[src/sv/kpfq_pkg.sv]
// ----------------------------------------------------------------------------
// kpfq_pkg: shared types and constants of the keyframe priority frame queue
// Holds the beat payload types, the stored slot type, status codes,
// action codes and configuration register indexes.
// ----------------------------------------------------------------------------
package kpfq_pkg;

  // Built queue depth by default and fixed field widths.
  localparam int unsigned DEPTH_DEFAULT = 32;
  localparam int unsigned REF_BITS      = 16;
  localparam int unsigned SIZE_BITS     = 24;
  localparam int unsigned CAP_W         = 6;
  localparam int unsigned QDEPTH_W      = 6;
  localparam int unsigned CNT32_W       = 32;
  localparam int unsigned BYTES_W       = 48;

  // Configuration port.
  localparam int unsigned CFG_IDX_W  = 2;
  localparam int unsigned CFG_DATA_W = CAP_W;

  localparam logic [CFG_IDX_W-1:0] REG_CAPACITY = 2'd0;
  localparam logic [CFG_IDX_W-1:0] REG_WAIT_KEY = 2'd1;

  localparam logic [CAP_W-1:0] CAP_RESET = 6'd32;

  // Action codes carried by an input beat.
  localparam logic ACT_ENQUEUE = 1'b0;
  localparam logic ACT_SERVICE = 1'b1;

  // Result status codes.
  typedef enum logic [2:0] {
    ST_QUEUED     = 3'd0,
    ST_EVICTED    = 3'd1,
    ST_DROP_FULL  = 3'd2,
    ST_EMPTY      = 3'd3,
    ST_SENT       = 3'd4,
    ST_DROP_WAIT  = 3'd5,
    ST_CONN_FAIL  = 3'd6,
    ST_SEND_FAIL  = 3'd7
  } status_t;

  // Input beat.
  typedef struct packed {
    logic                 action;
    logic [REF_BITS-1:0]  frame_ref;
    logic                 is_key;
    logic [SIZE_BITS-1:0] byte_size;
    logic                 connect_ok;
    logic                 send_ok;
  } in_t;

  // Result beat.
  typedef struct packed {
    status_t              status;
    logic [REF_BITS-1:0]  out_ref;
    logic [SIZE_BITS-1:0] out_size;
    logic                 out_key;
    logic [QDEPTH_W-1:0]  fill_level;
    logic                 link_up;
    logic                 awaiting_key;
    logic [CNT32_W-1:0]   dropped_count;
    logic [CNT32_W-1:0]   sent_count;
    logic [BYTES_W-1:0]   byte_total;
    logic [CNT32_W-1:0]   failure_count;
    logic [CNT32_W-1:0]   connect_total;
  } out_t;

  // One stored frame descriptor.
  typedef struct packed {
    logic                 key;
    logic [REF_BITS-1:0]  ref_h;
    logic [SIZE_BITS-1:0] size;
  } slot_t;

  localparam int unsigned SLOT_W = $bits(slot_t);

endpackage

[src/sv/keyframe_priority_frame_queue.sv]
// ----------------------------------------------------------------------------
// keyframe_priority_frame_queue: bounded frame descriptor queue with drop policy
// Path: an accepted beat is held in the input register, then its result is registered in the result register.
// Throughput: one beat per cycle while out_stall does not hold the result; a beat does at most one slot-memory write.
// Reset: pointers, link state, key wait and counters clear; capacity is 32,
// key wait after connect is off; slot memory is not cleared.
// ----------------------------------------------------------------------------
module keyframe_priority_frame_queue
  import kpfq_pkg::*;
#(
  parameter int unsigned DEPTH = DEPTH_DEFAULT
) (
  input  logic                  clk,
  input  logic                  rst_n,
  input  logic                  in_valid,
  output logic                  in_stall,
  input  in_t                   in_data,
  output logic                  out_valid,
  input  logic                  out_stall,
  output out_t                  out_data,
  input  logic                  cfg_valid,
  output logic                  cfg_ready,
  input  logic [CFG_IDX_W-1:0]  cfg_index,
  input  logic [CFG_DATA_W-1:0] cfg_data
);

  localparam int unsigned AW = (DEPTH > 1) ? $clog2(DEPTH) : 1;

  logic              s1_valid_r, s1_valid_nxt;
  in_t               s1_data_r;
  logic              out_valid_r, out_valid_nxt;
  out_t              out_data_r;
  logic [CAP_W-1:0]  cap_r;
  logic              wait_key_r;
  logic              fire;
  logic              accept;
  logic              wr_en;
  logic [AW-1:0]     wr_addr;
  logic [SLOT_W-1:0] wr_data;
  logic [AW-1:0]     rd_addr;
  logic [SLOT_W-1:0] rd_data;
  out_t              result;

  // Handshake: the held beat moves on when the result register is free.
  assign fire      = s1_valid_r && (!out_valid_r || !out_stall);
  assign in_stall  = s1_valid_r && !fire;
  assign accept    = in_valid && !in_stall;
  assign out_valid = out_valid_r;
  assign out_data  = out_data_r;
  assign cfg_ready = 1'b1;

  always_comb begin
    s1_valid_nxt = s1_valid_r;
    if (accept) begin
      s1_valid_nxt = 1'b1;
    end else if (fire) begin
      s1_valid_nxt = 1'b0;
    end
  end

  always_comb begin
    out_valid_nxt = out_valid_r;
    if (fire) begin
      out_valid_nxt = 1'b1;
    end else if (!out_stall) begin
      out_valid_nxt = 1'b0;
    end
  end

  // Valid flags and configuration registers.
  always_ff @(posedge clk) begin
    if (!rst_n) begin
      s1_valid_r  <= 1'b0;
      out_valid_r <= 1'b0;
      cap_r       <= CAP_RESET;
      wait_key_r  <= 1'b0;
    end else begin
      s1_valid_r  <= s1_valid_nxt;
      out_valid_r <= out_valid_nxt;
      if (cfg_valid && cfg_ready) begin
        unique case (cfg_index)
          REG_CAPACITY: cap_r      <= cfg_data;
          REG_WAIT_KEY: wait_key_r <= cfg_data[0];
          default: ;
        endcase
      end
    end
  end

  // Input and result payload registers.
  always_ff @(posedge clk) begin
    if (accept) begin
      s1_data_r <= in_data;
    end
    if (fire) begin
      out_data_r <= result;
    end
  end

  kpfq_ctrl #(
    .DEPTH (DEPTH)
  ) u_ctrl (
    .clk          (clk),
    .rst_n        (rst_n),
    .fire         (fire),
    .item         (s1_data_r),
    .cfg_capacity (cap_r),
    .cfg_wait_key (wait_key_r),
    .wr_en        (wr_en),
    .wr_addr      (wr_addr),
    .wr_data      (wr_data),
    .rd_addr      (rd_addr),
    .rd_data      (rd_data),
    .result       (result)
  );

  kpfq_ram #(
    .WIDTH (SLOT_W),
    .DEPTH (DEPTH)
  ) u_slots (
    .clk     (clk),
    .wr_en   (wr_en),
    .wr_addr (wr_addr),
    .wr_data (wr_data),
    .rd_addr (rd_addr),
    .rd_data (rd_data)
  );

endmodule

[src/sv/kpfq_ram.sv]
// ----------------------------------------------------------------------------
// kpfq_ram: generic single-write, single-read RAM
// One write port and one read port with registered read data. A read of
// the address written in the same cycle returns the old contents.
// ----------------------------------------------------------------------------
module kpfq_ram #(
  parameter int unsigned WIDTH = 8,
  parameter int unsigned DEPTH = 32
) (
  input  logic                                  clk,
  input  logic                                  wr_en,
  input  logic [(DEPTH > 1 ? $clog2(DEPTH) : 1)-1:0] wr_addr,
  input  logic [WIDTH-1:0]                      wr_data,
  input  logic [(DEPTH > 1 ? $clog2(DEPTH) : 1)-1:0] rd_addr,
  output logic [WIDTH-1:0]                      rd_data
);

  logic [WIDTH-1:0] mem [DEPTH];
  logic [WIDTH-1:0] rd_data_r;

  // Write port.
  always_ff @(posedge clk) begin
    if (wr_en) begin
      mem[wr_addr] <= wr_data;
    end
  end

  // Registered read port.
  always_ff @(posedge clk) begin
    rd_data_r <= mem[rd_addr];
  end

  assign rd_data = rd_data_r;

endmodule

[src/sv/kpfq_ctrl.sv]
// ----------------------------------------------------------------------------
// kpfq_ctrl: queue pointers, drop policy, link state and counters
// Decides the outcome of the beat held in the input register in one pass,
// drives the slot memory ports and builds the result beat.
// ----------------------------------------------------------------------------
module kpfq_ctrl
  import kpfq_pkg::*;
#(
  parameter int unsigned DEPTH = DEPTH_DEFAULT
) (
  input  logic                                  clk,
  input  logic                                  rst_n,
  input  logic                                  fire,
  input  in_t                                   item,
  input  logic [CAP_W-1:0]                      cfg_capacity,
  input  logic                                  cfg_wait_key,
  output logic                                  wr_en,
  output logic [(DEPTH > 1 ? $clog2(DEPTH) : 1)-1:0] wr_addr,
  output logic [SLOT_W-1:0]                     wr_data,
  output logic [(DEPTH > 1 ? $clog2(DEPTH) : 1)-1:0] rd_addr,
  input  logic [SLOT_W-1:0]                     rd_data,
  output out_t                                  result
);

  localparam int unsigned AW    = (DEPTH > 1) ? $clog2(DEPTH) : 1;
  localparam int unsigned CNT_W = $clog2(DEPTH + 1);
  localparam int unsigned SUM_W = CNT_W + 1;
  localparam int unsigned CMP_W = (CNT_W > CAP_W) ? CNT_W : CAP_W;

  // Reduce a sum below twice the depth into a ring address.
  function automatic logic [AW-1:0] ring_wrap(input logic [SUM_W-1:0] v);
    logic [SUM_W-1:0] w;
    begin
      w = v;
      if (v >= SUM_W'(DEPTH)) begin
        w = v - SUM_W'(DEPTH);
      end
      return AW'(w);
    end
  endfunction

  logic [AW-1:0]      head_r, head_nxt;
  logic [CNT_W-1:0]   count_r, count_nxt;
  logic               linked_r, linked_nxt;
  logic               key_wait_r, key_wait_nxt;
  logic [CNT32_W-1:0] drop_r, drop_nxt;
  logic [CNT32_W-1:0] sent_r, sent_nxt;
  logic [BYTES_W-1:0] bytes_r, bytes_nxt;
  logic [CNT32_W-1:0] fail_r, fail_nxt;
  logic [CNT32_W-1:0] conn_r, conn_nxt;
  logic               byp_hit_r;
  slot_t              byp_data_r;

  logic [CMP_W-1:0]   cap_ext;
  logic [CNT_W-1:0]   cap_eff;
  logic               full;
  logic [CNT_W-1:0]   evict_n;
  logic [AW-1:0]      tail_addr;
  logic [AW-1:0]      head_evict;
  logic [AW-1:0]      head_inc;
  slot_t              slot;
  slot_t              new_slot;
  status_t            status;
  logic               popped;
  logic               done;
  logic               wr_req;

  // Effective capacity: zero or above the built depth means the full depth.
  always_comb begin
    cap_ext = CMP_W'(cfg_capacity);
    if (cap_ext == '0 || cap_ext > CMP_W'(DEPTH)) begin
      cap_eff = CNT_W'(DEPTH);
    end else begin
      cap_eff = CNT_W'(cap_ext);
    end
  end

  // Ring arithmetic. The tail is the same before and after an eviction.
  assign full       = (count_r >= cap_eff);
  assign evict_n    = count_r - cap_eff + CNT_W'(1);
  assign tail_addr  = ring_wrap(SUM_W'(head_r) + SUM_W'(count_r));
  assign head_evict = ring_wrap(SUM_W'(head_r) + SUM_W'(evict_n));
  assign head_inc   = ring_wrap(SUM_W'(head_r) + SUM_W'(1));

  // Head slot, taking the last write when it landed on the slot being read.
  assign slot = byp_hit_r ? byp_data_r : slot_t'(rd_data);

  always_comb begin
    new_slot.key   = item.is_key;
    new_slot.ref_h = item.frame_ref;
    new_slot.size  = item.byte_size;
  end

  // Policy decision for the held beat.
  always_comb begin
    head_nxt     = head_r;
    count_nxt    = count_r;
    linked_nxt   = linked_r;
    key_wait_nxt = key_wait_r;
    drop_nxt     = drop_r;
    sent_nxt     = sent_r;
    bytes_nxt    = bytes_r;
    fail_nxt     = fail_r;
    conn_nxt     = conn_r;
    status       = ST_QUEUED;
    popped       = 1'b0;
    done         = 1'b0;
    wr_req       = 1'b0;

    if (item.action == ACT_ENQUEUE) begin
      if (full && !item.is_key) begin
        drop_nxt = drop_r + CNT32_W'(1);
        status   = ST_DROP_FULL;
      end else begin
        wr_req = 1'b1;
        if (full) begin
          // Evict the oldest entries until the new frame fits.
          head_nxt  = head_evict;
          drop_nxt  = drop_r + CNT32_W'(evict_n);
          count_nxt = cap_eff;
          status    = ST_EVICTED;
        end else begin
          count_nxt = count_r + CNT_W'(1);
        end
      end
    end else if (count_r == '0) begin
      status = ST_EMPTY;
    end else begin
      popped    = 1'b1;
      head_nxt  = head_inc;
      count_nxt = count_r - CNT_W'(1);
      // Connect first when the link is down.
      if (!linked_r) begin
        if (item.connect_ok) begin
          linked_nxt   = 1'b1;
          key_wait_nxt = cfg_wait_key;
          conn_nxt     = conn_r + CNT32_W'(1);
        end else begin
          status = ST_CONN_FAIL;
          done   = 1'b1;
        end
      end
      // Non-key frames are dropped while waiting for a key frame.
      if (!done && key_wait_nxt && !slot.key) begin
        drop_nxt = drop_r + CNT32_W'(1);
        status   = ST_DROP_WAIT;
        done     = 1'b1;
      end
      if (!done) begin
        key_wait_nxt = 1'b0;
        if (!item.send_ok) begin
          linked_nxt   = 1'b0;
          key_wait_nxt = cfg_wait_key;
          fail_nxt     = fail_r + CNT32_W'(1);
          status       = ST_SEND_FAIL;
        end else begin
          sent_nxt  = sent_r + CNT32_W'(1);
          bytes_nxt = bytes_r + BYTES_W'(slot.size);
          status    = ST_SENT;
        end
      end
    end
  end

  // Memory ports. The read address runs one beat ahead of the decision.
  assign wr_en   = fire && wr_req;
  assign wr_addr = tail_addr;
  assign wr_data = new_slot;
  assign rd_addr = fire ? head_nxt : head_r;

  // Result beat.
  always_comb begin
    result.status        = status;
    result.out_ref       = popped ? slot.ref_h : '0;
    result.out_size      = popped ? slot.size : '0;
    result.out_key       = popped ? slot.key : 1'b0;
    result.fill_level    = QDEPTH_W'(count_nxt);
    result.link_up       = linked_nxt;
    result.awaiting_key  = key_wait_nxt;
    result.dropped_count = drop_nxt;
    result.sent_count    = sent_nxt;
    result.byte_total    = bytes_nxt;
    result.failure_count = fail_nxt;
    result.connect_total = conn_nxt;
  end

  // State registers.
  always_ff @(posedge clk) begin
    if (!rst_n) begin
      head_r     <= '0;
      count_r    <= '0;
      linked_r   <= 1'b0;
      key_wait_r <= 1'b0;
      drop_r     <= '0;
      sent_r     <= '0;
      bytes_r    <= '0;
      fail_r     <= '0;
      conn_r     <= '0;
      byp_hit_r  <= 1'b0;
    end else begin
      byp_hit_r <= wr_en && (wr_addr == rd_addr);
      if (fire) begin
        head_r     <= head_nxt;
        count_r    <= count_nxt;
        linked_r   <= linked_nxt;
        key_wait_r <= key_wait_nxt;
        drop_r     <= drop_nxt;
        sent_r     <= sent_nxt;
        bytes_r    <= bytes_nxt;
        fail_r     <= fail_nxt;
        conn_r     <= conn_nxt;
      end
    end
  end

  // Write data kept for the read-after-write bypass.
  always_ff @(posedge clk) begin
    byp_data_r <= new_slot;
  end

endmodule
[config.mk]
export PLATFORM = sky130hd
export DESIGN_NAME = keyframe_priority_frame_queue
export DESIGN_NICKNAME = d
export VERILOG_FILES = /design/src/sv/kpfq_pkg.sv /design/src/sv/keyframe_priority_frame_queue.sv /design/src/sv/kpfq_ram.sv /design/src/sv/kpfq_ctrl.sv
export SDC_FILE = /design/constraint.sdc
export NUM_CORES = 2
export LEC_CHECK = 0
export ABC_CLOCK_PERIOD_IN_PS = 11500
export BUFFER_PORTS_ARGS = -buffer_cell sky130_fd_sc_hd__clkbuf_2
export CAP_MARGIN = 30
export CORE_MARGIN = 8
export CORE_UTILIZATION = 50
export DETAILED_ROUTE_END_ITERATION = 7
export PLACE_DENSITY_LB_ADDON = 0.15
export SLEW_MARGIN = 40
export SYNTH_ARGS = -nofsm -noshare
export SYNTH_HDL_FRONTEND = slang
export SYNTH_SLANG_ARGS = --single-unit
[constraint.sdc]
create_clock -name clk -period 11.5 [get_ports clk]
set_clock_uncertainty 0.15 [all_clocks]
set_input_delay 2.875 -clock clk [delete_from_list [all_inputs] [get_ports clk]]
set_output_delay 2.875 -clock clk [all_outputs]
set_load 0.005 [all_outputs]
==> reports/qor.txt <==
Die height - 406.6 um
Max-Cap Viols - 0
Boundary Pins - 288
Wire length after detailed routing - 210.8 mm
Hold Path End - u_ctrl.byp_data_r[35]
Multi-input logic area - 21570 um^2
# fillers - 12.19k
Ratio of cells with drive above 1 in the final layout - 13.58%
Total negative slack - 0 ns
Area of the core region - 151700 um^2
Maximum number of pins on one net before global-route repair - 204
Worst Reg2Reg Path Length in Cells - 16
Hold path depth - 0
Die area - 165300 um^2
Routed WL per cell - 25.66 um
Drc violations - 0
Count of flip-flops with a built-in enable after synthesis - 1584
Proportion of synthesized chip area in sequential cells - 69.75%
CTS H-Tree Depth - 4
Width of the die - 406.6 um
Pre-CTS worst setup slack - 4.113 ns
Run status - finished clean
Share of the clock period used by the worst path - 57.68%
Highest net fanout along the worst path - 88
Setup Viol. Count Final - 0
Count of yosys warnings during synthesis - 0
Top flip-flop cell by instance count after synthesis - sky130_fd_sc_hd__edfxtp_1
Worst path setup slack after routing - 4.867 ns
Number of cells upsized or downsized after cts - 0
Hold slack - 0.2780 ns
Via count of the routed design - 48.91k
DP HPWL - 116.6 mm
Net Count, Synth - 5869
FF-to-FF setup slack - 5.19 ns
Global-route wire length before repair - 307.8 mm
TritonCTS clock tree - yes
Clk Tree Root Cell - sky130_fd_sc_hd__clkbuf_16
Capture instance of the worst register-to-register path - u_slots.rd_data[26]
Dpl cells - 7832
Count of endpoints failing hold in the final timing report - 0
Leading cell type in the layout, fill and taps excluded - sky130_fd_sc_hd__edfxtp_1
Setup repair after global routing missed its margin - false
Leakage - 0.03001 uW
Number of hold-repair buffers added at the cts stage - 0
Number of buffers inserted to repair setup after CTS - 0
Avg Synthesized Cell Area - 13.27 um^2
Area taken by flip-flops and latches - 53190 um^2
Register clock-pin slew on the reported worst setup and hold paths - 0.06 ns
Proportion of register bits with asynchronous set or reset after synthesis - 0%
Number of DRC violations after detailed-routing iteration 0 - 5219
Synth Instances - 5747
Final number of max-transition violations - 0
Cell row count - 143
Worst Hold Class - flop to flop
CTS Buf Count - 189
Gp weighted congestion - 0.8084
Maximum clock frequency - 150.8 MHz
Via count of the first global-routing pass - 46.64k
Initial DRT Pass Iterations - 5
Most used cells in the layout excluding fill and tap cells - sky130_fd_sc_hd__edfxtp_1 (1584), sky130_fd_sc_hd__nand2_1 (810), sky130_fd_sc_hd__and3_1 (329)
Worst reg2reg startpoint - u_ctrl.count_r[0]
Number of buffer cells added on primary ports - 286
Actual transition at the worst max-transition pin - 1.020 ns
Worst vdd rail ir drop - 0.0001380 V
Worst slew slack as a fraction of its limit - 32.02%
Final period demand of the worst path - 6.633 ns
Endpoint type of the worst setup path - flop
Number of clock sinks - 1865
Final ANT Viol Nets - 0
Post-synth cell types - 93
Flip-flop and latch count after synthesis - 1865
Worst path required time - 12.07 ns
Nature of the critical path startpoint - input port
Remaining global-route overflow - 0
Power per cell area - 165.9 nW/um^2
Starting Density - 50.26%
Number of nets in the layout - 6136
Later-pin clock latency in the skew report - 0.80 ns
Area of the mapped netlist - 76260 um^2
Arrival time of the worst setup path - 7.20 ns
Routed via count divided by cell count - 5.955
Worst hold path startpoint - s1_data_r[38]
Number of buffers on the longest clock path - 3
Critical path start-end classification - input port to flop
Post-layout instance count excluding filler cells - 8214
Antenna violations before repair - 11
All-Layer GR Usage - 24.66%
Layout area overhead - 14.17%
worst max path at each step:
stage / start / end
after floorplan: out_stall / u_ctrl.linked_r
after global placement: out_stall / u_slots.rd_data[26]
after detailed placement: out_stall / u_slots.rd_data[26]
after CTS: out_stall / u_slots.rd_data[26]
after global routing: out_stall / u_slots.rd_data[26]
final: out_stall / u_slots.rd_data[26]
where the power goes:
part | switching [uW] | internal (uW)
clock | 2560 | 3520
sequential | 80.5 | 7450
combinational | 558 | 265
total | 3200 | 11200
per-layer routing:
layer	GRT usage, %	share of wire [%]	vias to the layer above	wire length [um]
met5	0	0.013	-	27
met4	7.436	2.9	4	6011
met3	3.827	7.5	347	15900
met2	40.10	47	1962	99230
met1	34.49	43	24470	89590
li1	-	-	22128	-
worst max-delay path: stages:
cell                       delay, ns
sky130_fd_sc_hd__clkbuf_2       0.09
sky130_fd_sc_hd__nand2_1        0.10
sky130_fd_sc_hd__nand2_4        0.21
sky130_fd_sc_hd__inv_8          0.49
sky130_fd_sc_hd__a21oi_1        0.22
sky130_fd_sc_hd__o21ai_4        0.11
sky130_fd_sc_hd__buf_6          0.53
sky130_fd_sc_hd__and2_4         0.76
sky130_fd_sc_hd__buf_12         0.40
sky130_fd_sc_hd__buf_16         0.37
sky130_fd_sc_hd__nand2_1        0.11
sky130_fd_sc_hd__a32oi_1        0.22
sky130_fd_sc_hd__a31oi_1        0.18
sky130_fd_sc_hd__nor3_1         0.25
sequential cells by signal, summed over array words and instances, names as in the netlist:
name / cells
u_ctrl.linked_r: 1
u_ctrl.byp_hit_r: 1
u_ctrl.drop_r: 32
u_slots.mem: 1312
out_valid: 1
u_ctrl.conn_r: 32
wait_key_r: 1
u_ctrl.key_wait_r: 1
u_slots.rd_data: 41
u_ctrl.byp_data_r: 41
u_ctrl.head_r: 5
u_ctrl.bytes_r: 48
s1_data_r: 44
out_data: 228
cap_r: 6
u_ctrl.fail_r: 32
s1_valid_r: 1
u_ctrl.sent_r: 32
u_ctrl.count_r: 6
logic make-up after synthesis:
group	count (synthesis)	share of synthesized area (%)
multiplexers	144	1.954
buffers and inverters	421	2.436
other	1	0.004917
AND/OR/NAND/NOR	1998	12.30
XOR/XNOR	284	3.262
AO/OA/AOI/OAI	969	9.161
flip-flops	1865	69.75
adder cells (fa/ha/maj)	65	1.135
synth_stat cells (120+ instances only):
library cell | instances | area share, %
sky130_fd_sc_hd__xnor2_1 | 163 | 1.9
sky130_fd_sc_hd__clkbuf_1 | 205 | 1.0
sky130_fd_sc_hd__buf_2 | 120 | 0.79
sky130_fd_sc_hd__o21bai_1 | 126 | 1.2
sky130_fd_sc_hd__nand2_1 | 812 | 4.0
sky130_fd_sc_hd__edfxtp_1 | 1584 | 62
sky130_fd_sc_hd__xor2_1 | 121 | 1.4
sky130_fd_sc_hd__and3_1 | 329 | 2.7
sky130_fd_sc_hd__dfxtp_1 | 281 | 7.4
sky130_fd_sc_hd__nor2_1 | 303 | 1.5
sky130_fd_sc_hd__nand3_1 | 259 | 1.7
sky130_fd_sc_hd__a31oi_1 | 131 | 1.1
sky130_fd_sc_hd__a211oi_1 | 289 | 2.8
final cells by class:
type                    count  area share (%)
diodes                      6         0.01724
clock buffers             277           6.176
clock inverters            78          0.9183
inverters                  57          0.2630
multi-input cells        3461           24.77
flip-flops and latches   1865           61.09
well taps                2030           2.917
repair buffers            440           3.841
through the flow:
step / total power (uW) / cell area, um^2 / util [%]
3_5_place_dp: 8486 / 80550 / 53.09
3_3_place_gp: 8465 / 79640 / 52.49
6_report: 14440 / 87070 / 57.38
2_1_floorplan: 8131 / 76260 / -
4_1_cts: 14520 / 86730 / 57.16
5_1_grt: 14850 / 87050 / 57.37
Power figures use the tool's default switching activity.
